[config.mk]
export PLATFORM = sky130hd
export DESIGN_NAME = utf8_stream_sanitizer_unit
export DESIGN_NICKNAME = d
export VERILOG_FILES = /design/src/rtl/u8san_pkg.sv /design/src/rtl/u8san_front.sv /design/src/rtl/u8san_back.sv /design/src/rtl/utf8_stream_sanitizer_unit.sv
export SDC_FILE = /design/constraint.sdc
export NUM_CORES = 1
export LEC_CHECK = 0
export ABC_AREA = 1
export BUFFER_PORTS_ARGS = -buffer_cell sky130_fd_sc_hd__buf_4
export CAP_MARGIN = 5
export CORE_ASPECT_RATIO = 1.75
export CORE_MARGIN = 2
export CORE_UTILIZATION = 30
export CTS_CLUSTER_SIZE = 14
export DETAILED_ROUTE_END_ITERATION = 8
export MAX_ROUTING_LAYER = met4
export PLACE_DENSITY_LB_ADDON = 0.05
export SLEW_MARGIN = 20
export SYNTH_ARGS = -nofsm -noshare
export SYNTH_HDL_FRONTEND = slang
export SYNTH_SLANG_ARGS = --single-unit
[constraint.sdc]
create_clock -name clk -period 5.92 [get_ports clk]
set_clock_uncertainty 0.1 [all_clocks]
set_input_delay 0.888 -clock clk [delete_from_list [all_inputs] [get_ports clk]]
set_output_delay 0.888 -clock clk [all_outputs]
set_load 0.02 [all_outputs]
[src/rtl/u8san_pkg.sv]
// Package for the UTF-8 stream sanitizer: byte classification types,
// character constants and the classification function.
// Used by every module of the block; depends on nothing.
`default_nettype none

package u8san_pkg;

    localparam logic [7:0] REPLACEMENT_RESET = 8'd63;

    localparam logic [7:0] CTRL_LIMIT  = 8'd32;
    localparam logic [7:0] DEL_CHAR    = 8'd127;
    localparam logic [7:0] TAB_CHAR    = 8'd9;
    localparam logic [7:0] LF_CHAR     = 8'd10;
    localparam logic [7:0] CR_CHAR     = 8'd13;
    localparam logic [7:0] EURO_SRC    = 8'd128;
    localparam logic [7:0] NEL_SRC     = 8'd133;
    localparam logic [7:0] EURO_BYTE0  = 8'd226;
    localparam logic [7:0] EURO_BYTE1  = 8'd130;
    localparam logic [7:0] EURO_BYTE2  = 8'd172;

    localparam logic [7:0] CONT_LO     = 8'd128;
    localparam logic [7:0] CONT_HI     = 8'd192;
    localparam logic [7:0] LEAD2_LO    = 8'd194;
    localparam logic [7:0] LEAD3_LO    = 8'd224;
    localparam logic [7:0] LEAD4_LO    = 8'd240;
    localparam logic [7:0] LEAD4_HI    = 8'd245;
    localparam logic [7:0] C2_LEAD     = 8'd194;
    localparam logic [7:0] C2_CTRL_LIM = 8'd160;

    localparam logic [2:0] LEN_NONE    = 3'd0;
    localparam logic [2:0] LEN_TWO     = 3'd2;
    localparam logic [2:0] LEN_THREE   = 3'd3;
    localparam logic [2:0] LEN_FOUR    = 3'd4;

    typedef struct packed {
        logic [7:0] value;
        logic [2:0] len;
        logic       cont;
    } byte_info_t;

    typedef struct packed {
        byte_info_t info;
        logic       fin;
    } queue_item_t;

    function automatic byte_info_t classify(input logic [7:0] b);
        byte_info_t r;
        r.value = b;
        r.cont  = (b >= CONT_LO) && (b < CONT_HI);
        if (b >= LEAD2_LO && b < LEAD3_LO) begin
            r.len = LEN_TWO;
        end
        else if (b >= LEAD3_LO && b < LEAD4_LO) begin
            r.len = LEN_THREE;
        end
        else if (b >= LEAD4_LO && b < LEAD4_HI) begin
            r.len = LEN_FOUR;
        end
        else begin
            r.len = LEN_NONE;
        end
        return r;
    endfunction

endpackage

`default_nettype wire

[src/rtl/u8san_front.sv]
// Front end of the sanitizer: accepts input words, classifies each byte and
// keeps them in a two-entry queue for the scan engine.
// Depends on u8san_pkg.
`default_nettype none

module u8san_front (
    input  wire                    clk,
    input  wire                    rst_n,
    input  wire                    in_valid,
    output logic                   in_stall,
    input  wire  [7:0]             in_byte,
    input  wire                    final_in,
    output logic                   q_valid,
    output u8san_pkg::queue_item_t q_item,
    input  wire                    q_pop
);
    import u8san_pkg::*;

    queue_item_t mem [2];
    logic        wr_ptr_reg;
    logic        wr_ptr_next;
    logic        rd_ptr_reg;
    logic        rd_ptr_next;
    logic [1:0]  count_reg;
    logic [1:0]  count_next;
    logic        push;
    logic        pop;

    assign in_stall = (count_reg == 2'd2);
    assign q_valid  = (count_reg != 2'd0);
    assign q_item   = mem[rd_ptr_reg];
    assign push     = in_valid && !in_stall;
    assign pop      = q_pop && q_valid;

    always_comb
    begin
        wr_ptr_next = push ? !wr_ptr_reg : wr_ptr_reg;
        rd_ptr_next = pop ? !rd_ptr_reg : rd_ptr_reg;
        count_next  = count_reg + {1'b0, push} - {1'b0, pop};
    end

    always_ff @(posedge clk or negedge rst_n)
    begin
        if (!rst_n)
        begin
            wr_ptr_reg <= 1'b0;
            rd_ptr_reg <= 1'b0;
            count_reg  <= 2'd0;
        end
        else
        begin
            wr_ptr_reg <= wr_ptr_next;
            rd_ptr_reg <= rd_ptr_next;
            count_reg  <= count_next;
        end
    end

    always_ff @(posedge clk)
    begin
        if (push)
        begin
            mem[wr_ptr_reg] <= '{info: classify(in_byte), fin: final_in};
        end
    end

endmodule

`default_nettype wire

[src/rtl/u8san_back.sv]
// Scan engine of the sanitizer: joins held bytes with the next queued byte,
// walks the sequences and drives the registered output channel.
// Depends on u8san_pkg.
`default_nettype none

module u8san_back (
    input  wire                    clk,
    input  wire                    rst_n,
    input  wire                    q_valid,
    input  wire u8san_pkg::queue_item_t q_item,
    output logic                   q_pop,
    input  wire  [7:0]             rep_byte,
    output logic                   out_valid,
    input  wire                    out_stall,
    output logic [7:0]             out_byte,
    output logic                   run_end,
    output logic                   final_out
);
    import u8san_pkg::*;

    typedef byte_info_t [3:0] info_buf_t;

    info_buf_t  buf_reg;
    info_buf_t  cur;
    logic       active_reg;
    logic [1:0] held_count_reg;
    logic [1:0] held_count_next;
    logic [2:0] n_reg;
    logic [1:0] pos_reg;
    logic [1:0] k_reg;
    logic       fin_reg;
    logic       out_valid_reg;
    logic [7:0] out_byte_reg;
    logic       run_end_reg;
    logic       final_out_reg;

    logic [2:0] n;
    logic [1:0] pos;
    logic [1:0] k;
    logic       fin;
    logic       out_free;
    logic       go;
    logic       hold_now;
    logic       fail;
    logic [2:0] avail;
    logic [2:0] glen;
    logic [2:0] adv;
    logic [7:0] gbyte;
    logic       last_in_group;
    logic [2:0] pos_next;
    logic       end_after;
    logic       emit;
    logic       step_done;
    logic [2:0] base;
    info_buf_t  shifted;
    byte_info_t lead;

    function automatic logic holds(input info_buf_t b, input logic [2:0] cnt,
                                   input logic [2:0] p, input logic f);
        logic [2:0] l;
        logic       ok;
        ok = 1'b1;
        l  = LEN_NONE;
        if (p >= cnt || f)
        begin
            ok = 1'b0;
        end
        else
        begin
            l = b[p[1:0]].len;
            if (l == LEN_NONE || l <= cnt - p)
            begin
                ok = 1'b0;
            end
            for (int j = 0; j < 4; j++)
            begin
                if (3'(j) > p && 3'(j) < cnt && !b[j].cont)
                begin
                    ok = 1'b0;
                end
            end
        end
        return ok;
    endfunction

    assign out_free  = !out_valid_reg || !out_stall;
    assign out_valid = out_valid_reg;
    assign out_byte  = out_byte_reg;
    assign run_end   = run_end_reg;
    assign final_out = final_out_reg;

    always_comb
    begin
        cur = buf_reg;
        if (!active_reg)
        begin
            cur[held_count_reg] = q_item.info;
        end
        n   = active_reg ? n_reg : ({1'b0, held_count_reg} + 3'd1);
        pos = active_reg ? pos_reg : 2'd0;
        k   = active_reg ? k_reg : 2'd0;
        fin = active_reg ? fin_reg : q_item.fin;
        go  = out_free && (active_reg || q_valid);
        q_pop = go && !active_reg;

        lead  = cur[pos];
        avail = n - {1'b0, pos};
        fail  = 1'b0;
        for (int j = 0; j < 4; j++)
        begin
            if (3'(j) > {1'b0, pos} && 3'(j) < {1'b0, pos} + lead.len && 3'(j) < n
                && !cur[j].cont)
            begin
                fail = 1'b1;
            end
        end
        hold_now = holds(cur, n, {1'b0, pos}, fin);

        gbyte = rep_byte;
        glen  = 3'd1;
        adv   = 3'd1;
        if (lead.len == LEN_NONE)
        begin
            if (lead.value < CTRL_LIMIT)
            begin
                if (lead.value == TAB_CHAR || lead.value == LF_CHAR
                    || lead.value == CR_CHAR)
                begin
                    gbyte = lead.value;
                end
            end
            else if (lead.value < DEL_CHAR)
            begin
                gbyte = lead.value;
            end
            else if (lead.value == EURO_SRC)
            begin
                glen = 3'd3;
                unique case (k)
                    2'd0:    gbyte = EURO_BYTE0;
                    2'd1:    gbyte = EURO_BYTE1;
                    default: gbyte = EURO_BYTE2;
                endcase
            end
            else if (lead.value == NEL_SRC)
            begin
                glen  = 3'd2;
                gbyte = (k == 2'd0) ? LF_CHAR : CR_CHAR;
            end
        end
        else if (!fail && avail >= lead.len)
        begin
            if (lead.value == C2_LEAD && cur[pos + 2'd1].value < C2_CTRL_LIM)
            begin
                adv = LEN_TWO;
            end
            else
            begin
                glen  = lead.len;
                adv   = lead.len;
                gbyte = cur[pos + k].value;
            end
        end

        last_in_group = ({1'b0, k} + 3'd1 == glen);
        pos_next      = {1'b0, pos} + adv;
        end_after     = (pos_next >= n) || holds(cur, n, pos_next, fin);
        emit          = go && !hold_now;
        step_done     = go && (hold_now || (last_in_group && end_after));

        base            = hold_now ? {1'b0, pos} : pos_next;
        held_count_next = (base < n) ? 2'(n - base) : 2'd0;
        shifted         = cur;
        for (int i = 0; i < 3; i++)
        begin
            shifted[i] = cur[2'(base + 3'(i))];
        end
    end

    always_ff @(posedge clk or negedge rst_n)
    begin
        if (!rst_n)
        begin
            active_reg     <= 1'b0;
            held_count_reg <= 2'd0;
            pos_reg        <= 2'd0;
            k_reg          <= 2'd0;
            out_valid_reg  <= 1'b0;
        end
        else
        begin
            if (go)
            begin
                if (step_done)
                begin
                    active_reg     <= 1'b0;
                    held_count_reg <= held_count_next;
                    pos_reg        <= 2'd0;
                    k_reg          <= 2'd0;
                end
                else
                begin
                    active_reg <= 1'b1;
                    if (last_in_group)
                    begin
                        pos_reg <= pos_next[1:0];
                        k_reg   <= 2'd0;
                    end
                    else
                    begin
                        pos_reg <= pos;
                        k_reg   <= k + 2'd1;
                    end
                end
            end
            if (emit)
            begin
                out_valid_reg <= 1'b1;
            end
            else if (!out_stall)
            begin
                out_valid_reg <= 1'b0;
            end
        end
    end

    always_ff @(posedge clk)
    begin
        if (go)
        begin
            if (step_done)
            begin
                buf_reg <= shifted;
            end
            else
            begin
                buf_reg <= cur;
                n_reg   <= n;
                fin_reg <= fin;
            end
        end
        if (emit)
        begin
            out_byte_reg  <= gbyte;
            run_end_reg   <= last_in_group && end_after;
            final_out_reg <= last_in_group && end_after && fin;
        end
    end

    // A held sequence is always still short of the length its lead asks for.
    held_short_a: assert property (@(posedge clk) disable iff (!rst_n)
        !active_reg && held_count_reg != 2'd0
        |-> buf_reg[0].len > {1'b0, held_count_reg})
        else $error("held sequence is not short of its length");

    pos_range_a: assert property (@(posedge clk) disable iff (!rst_n)
        active_reg |-> {1'b0, pos_reg} < n_reg)
        else $error("scan position beyond the working bytes");

    idle_k_a: assert property (@(posedge clk) disable iff (!rst_n)
        !active_reg |-> k_reg == 2'd0)
        else $error("group index left over while idle");

    final_end_a: assert property (@(posedge clk) disable iff (!rst_n)
        out_valid_reg && final_out_reg |-> run_end_reg)
        else $error("final word without run end");

endmodule

`default_nettype wire

[src/rtl/utf8_stream_sanitizer_unit.sv]
// UTF-8 stream sanitizer, top level: replacement byte register, front end
// and scan engine. Depends on u8san_pkg, u8san_front and u8san_back.
//
// Input channel: in_valid/in_stall carry one raw byte (in_byte) per word, with
// final_in set on the last byte of a string. Output channel: out_valid and
// out_stall carry one cleaned byte (out_byte) per word; run_end marks the last
// word caused by an input byte and final_out the last word of a string.
// cfg_write loads cfg_data into the replacement byte; write it only while idle.
// An accepted byte passes through a queue entry and then the output register
// before its first output word. Plain text flows at one byte per cycle while
// out_stall is low; an input byte that yields more than one word holds the
// engine until it has emitted them, and a byte that is only held yields no word.
// The two-entry queue lets the front end keep accepting while the engine is busy.
// Reset empties the queue and output register, drops any held bytes and sets
// the replacement byte to '?'. A stalled receiver freezes the output word;
// the engine and then the queue fill and in_stall rises.
`default_nettype none

module utf8_stream_sanitizer_unit (
    input  wire        clk,
    input  wire        rst_n,
    input  wire        in_valid,
    output logic       in_stall,
    input  wire  [7:0] in_byte,
    input  wire        final_in,
    output logic       out_valid,
    input  wire        out_stall,
    output logic [7:0] out_byte,
    output logic       run_end,
    output logic       final_out,
    input  wire        cfg_write,
    input  wire  [7:0] cfg_data
);
    import u8san_pkg::*;

    logic [7:0]  rep_reg;
    logic        q_valid;
    logic        q_pop;
    queue_item_t q_item;

    always_ff @(posedge clk or negedge rst_n)
    begin
        if (!rst_n)
        begin
            rep_reg <= REPLACEMENT_RESET;
        end
        else if (cfg_write)
        begin
            rep_reg <= cfg_data;
        end
    end

    u8san_front u_front (
        .clk      (clk),
        .rst_n    (rst_n),
        .in_valid (in_valid),
        .in_stall (in_stall),
        .in_byte  (in_byte),
        .final_in (final_in),
        .q_valid  (q_valid),
        .q_item   (q_item),
        .q_pop    (q_pop)
    );

    u8san_back u_back (
        .clk       (clk),
        .rst_n     (rst_n),
        .q_valid   (q_valid),
        .q_item    (q_item),
        .q_pop     (q_pop),
        .rep_byte  (rep_reg),
        .out_valid (out_valid),
        .out_stall (out_stall),
        .out_byte  (out_byte),
        .run_end   (run_end),
        .final_out (final_out)
    );

endmodule

`default_nettype wire
==> summary.txt <==
Netlist cell types: 52
Worst EP required: 5.96 ns
Post-synth EDFFs: 88
# diodes: 0
Max clock buf depth: 2
Nets: 1,333
Mapped Cells: 1,192
Worst R2R Path Depth: 36
Detail Placement HPWL: 21,900 µm
Routed WL: 30,500 µm
Num Clock Sinks: 108
GPL Wtd Cong: 0.896
CTS tree: built
Starting Density: 30.5%
DRT antenna net count: 0
Area growth, synth to finish: 24.0%
Root buffer cell: clkbuf_16
Slew HR: 27.9%
Share of layout cells above drive strength 1: 23.6%
Critical Path AT: 5.78 ns
Largest net degree at the start of global routing: 84
Worst hold margin: 0.301 ns
Clk pin slew, worst setup/hold paths: 0.07 ns
Overall via count from detail_route: 8,156
Hold Path Class: input pin to asynchronous set/reset pin
Commonest non-fill, non-tap cell in the layout: nand2_1
RSZ-0062 raised after global routing: yes
Total core area: 28,000 µm²
Max cap viols: 0
Max Freq: 174 MHz
Ys async rst share: 18.5%
First-pass GRT wire length: 45,400 µm
Max reg flops: 48
PortBufs: 33
Avg WL per Cell: 18.4 µm
Die width: 132 µm
CP max stage cell: fa_2
Crit start category: flop
Total die area: 29,900 µm²
Cts bufs inserted: 9
Most frequent cells in the layout: nand2_1, inv_1, buf_4, o21ai_0, nand3_1
Crit path kind: flop to flop
Yosys warning count: 0
Status: complete, no violations
Final Hold Viols: 0
Worst setup slack after layout: 0.180 ns
Post-synthesis sequential area ratio: 36.9%
Die Y: 227 µm
Flop2flop setup slack: 0.18 ns
FF-to-FF Start: u_back.held_count_reg[0]
Max incr delay on CP: 0.48 ns
Clock latency on the worst-skew pair: 0.39 ns
Top FF cell, synth: edfxtp_1
Design area: 10,600 µm²
H-tree depth: 3
CP Capture Type: flop
Netlist Area Pre-Place: 8530 µm²
Setup violations, final: 0
Crit Reg-Reg Endpoint: u_back.buf_reg[20]
Worst-path fanout max: 6
GRT Overall Usage: 20.8%
Ports: 34
Initial DRC count: 483
Antenna violations before repair: 0
DR DRC count: 0
Seq cells post-synth: 108
Syn Nets: 1,246
DR pass1 iterations: 5
Least-Margin Pin Slew: 1.08 ns
Final min period: 5.74 ns
GRT Residual Overflow: 0
Row count: 81
Placed Instance Area: 9520 µm²
Avg Cell Area, Syn: 7.16 µm²
Post-place setup slack: -0.0780 ns
Vias in the first global route: 7,771
Max-slew violations: 0
Period utilisation layout: 97.0%
Vias per cell: 4.92
logic make-up after synthesis:
family          Yosys count  synth area share (%)
compound gates          206                  13.5
xor+xnor                  8                 0.909
fa+ha+maj                32                  4.96
flops                   108                  36.9
simple gates            596                  29.7
mux                      23                  2.71
buf+inv                 219                  11.4
cell type report:
class,count,area [µm²]
clock inverter,4,26.3
inverter,163,631
timing repair buffer,132,1140
clock buffer,12,246
tap,373,467
multi-input combinational,865,4920
sequential,108,3150
fill,3052,17400
metrics by stage:
step	utilization, %	TNS [ns]	cells
2_1_floorplan	-	0	1192
3_3_place_gp	34.0	0	1617
3_5_place_dp	34.0	-1.58	1617
4_1_cts	35.2	0	1639
5_1_grt	37.8	-3.80	1657
6_report	37.8	0	1657
worst max-delay path, delay by kind of cell, from the launching register on:
family	cells	cell delay (ns)
AOI/OAI and AO/OA	6	0.82
xor gates and xnor gates	1	0.18
adders and majority gates	7	1.99
buffers and inverters	6	0.64
DFF	1	0.43
and+or+nand+nor	16	1.32
routing by layer:
metal | vias to the layer above | part of all wire (%) | track usage (%)
li1 | 4075 | - | -
met1 | 3876 | 40 | 23.0
met2 | 152 | 54 | 38.8
met3 | 53 | 3.2 | 1.98
met4 | 0 | 3.2 | 7.33
met5 | - | 0 | -
cell usage after synthesis (3+ instances only):
master    count  area (µm²)
nand2_1     401        1510
inv_1       143         537
nand3_1     104         521
o21ai_0     104         521
edfxtp_1     88        2640
nor2_1       51         191
o21ai_1      32         160
ha_1         29         363
a21oi_1      22         110
mux2i_1      22         220
buf_2        20         100
inv_2        17        63.8
clkbuf_1     15        56.3
o22ai_1      15        93.8
dfrtp_1      14         350
nand2_2      12        75.1
buf_6        11         124
buf_4        10        75.1
o211ai_1      8        60.1
dfstp_2       6         158
nor2_2        5        31.3
xor2_1        5        43.8
nor3_1        4        20.0
o221ai_1      4        35.0
and2_1        3        18.8
fa_1          3        60.1
nand3_2       3        30.0
nand4_1       3        18.8
o31ai_1       3        22.5
repair_timing:
action	CTS	global route
buffers inserted	6	15
setup endpoints to repair	42	47
gates resized for setup	6	142
pin swaps	4	41
gates cloned	0	4
hold buffers	0	0
worst max-delay path by stage:
stage | from | endpoint | slack, ns | depth (start not counted)
after floorplan | u_back.active_reg | u_back.buf_reg[33] | 0.02 | 37
after detailed placement | u_back.held_count_reg[0] | u_back.buf_reg[2] | -0.08 | 36
after global routing | u_back.active_reg | u_back.buf_reg[19] | -0.13 | 34
after global placement | u_back.active_reg | u_back.buf_reg[27] | 0.05 | 36
after CTS | u_back.active_reg | u_back.buf_reg[9] | 0.02 | 38
final | u_back.held_count_reg[0] | u_back.buf_reg[20] | 0.18 | 36
Power is left out: the tool's default activity adds up to more than one toggle a clock period on the data nets, which glitch-free logic cannot reach.
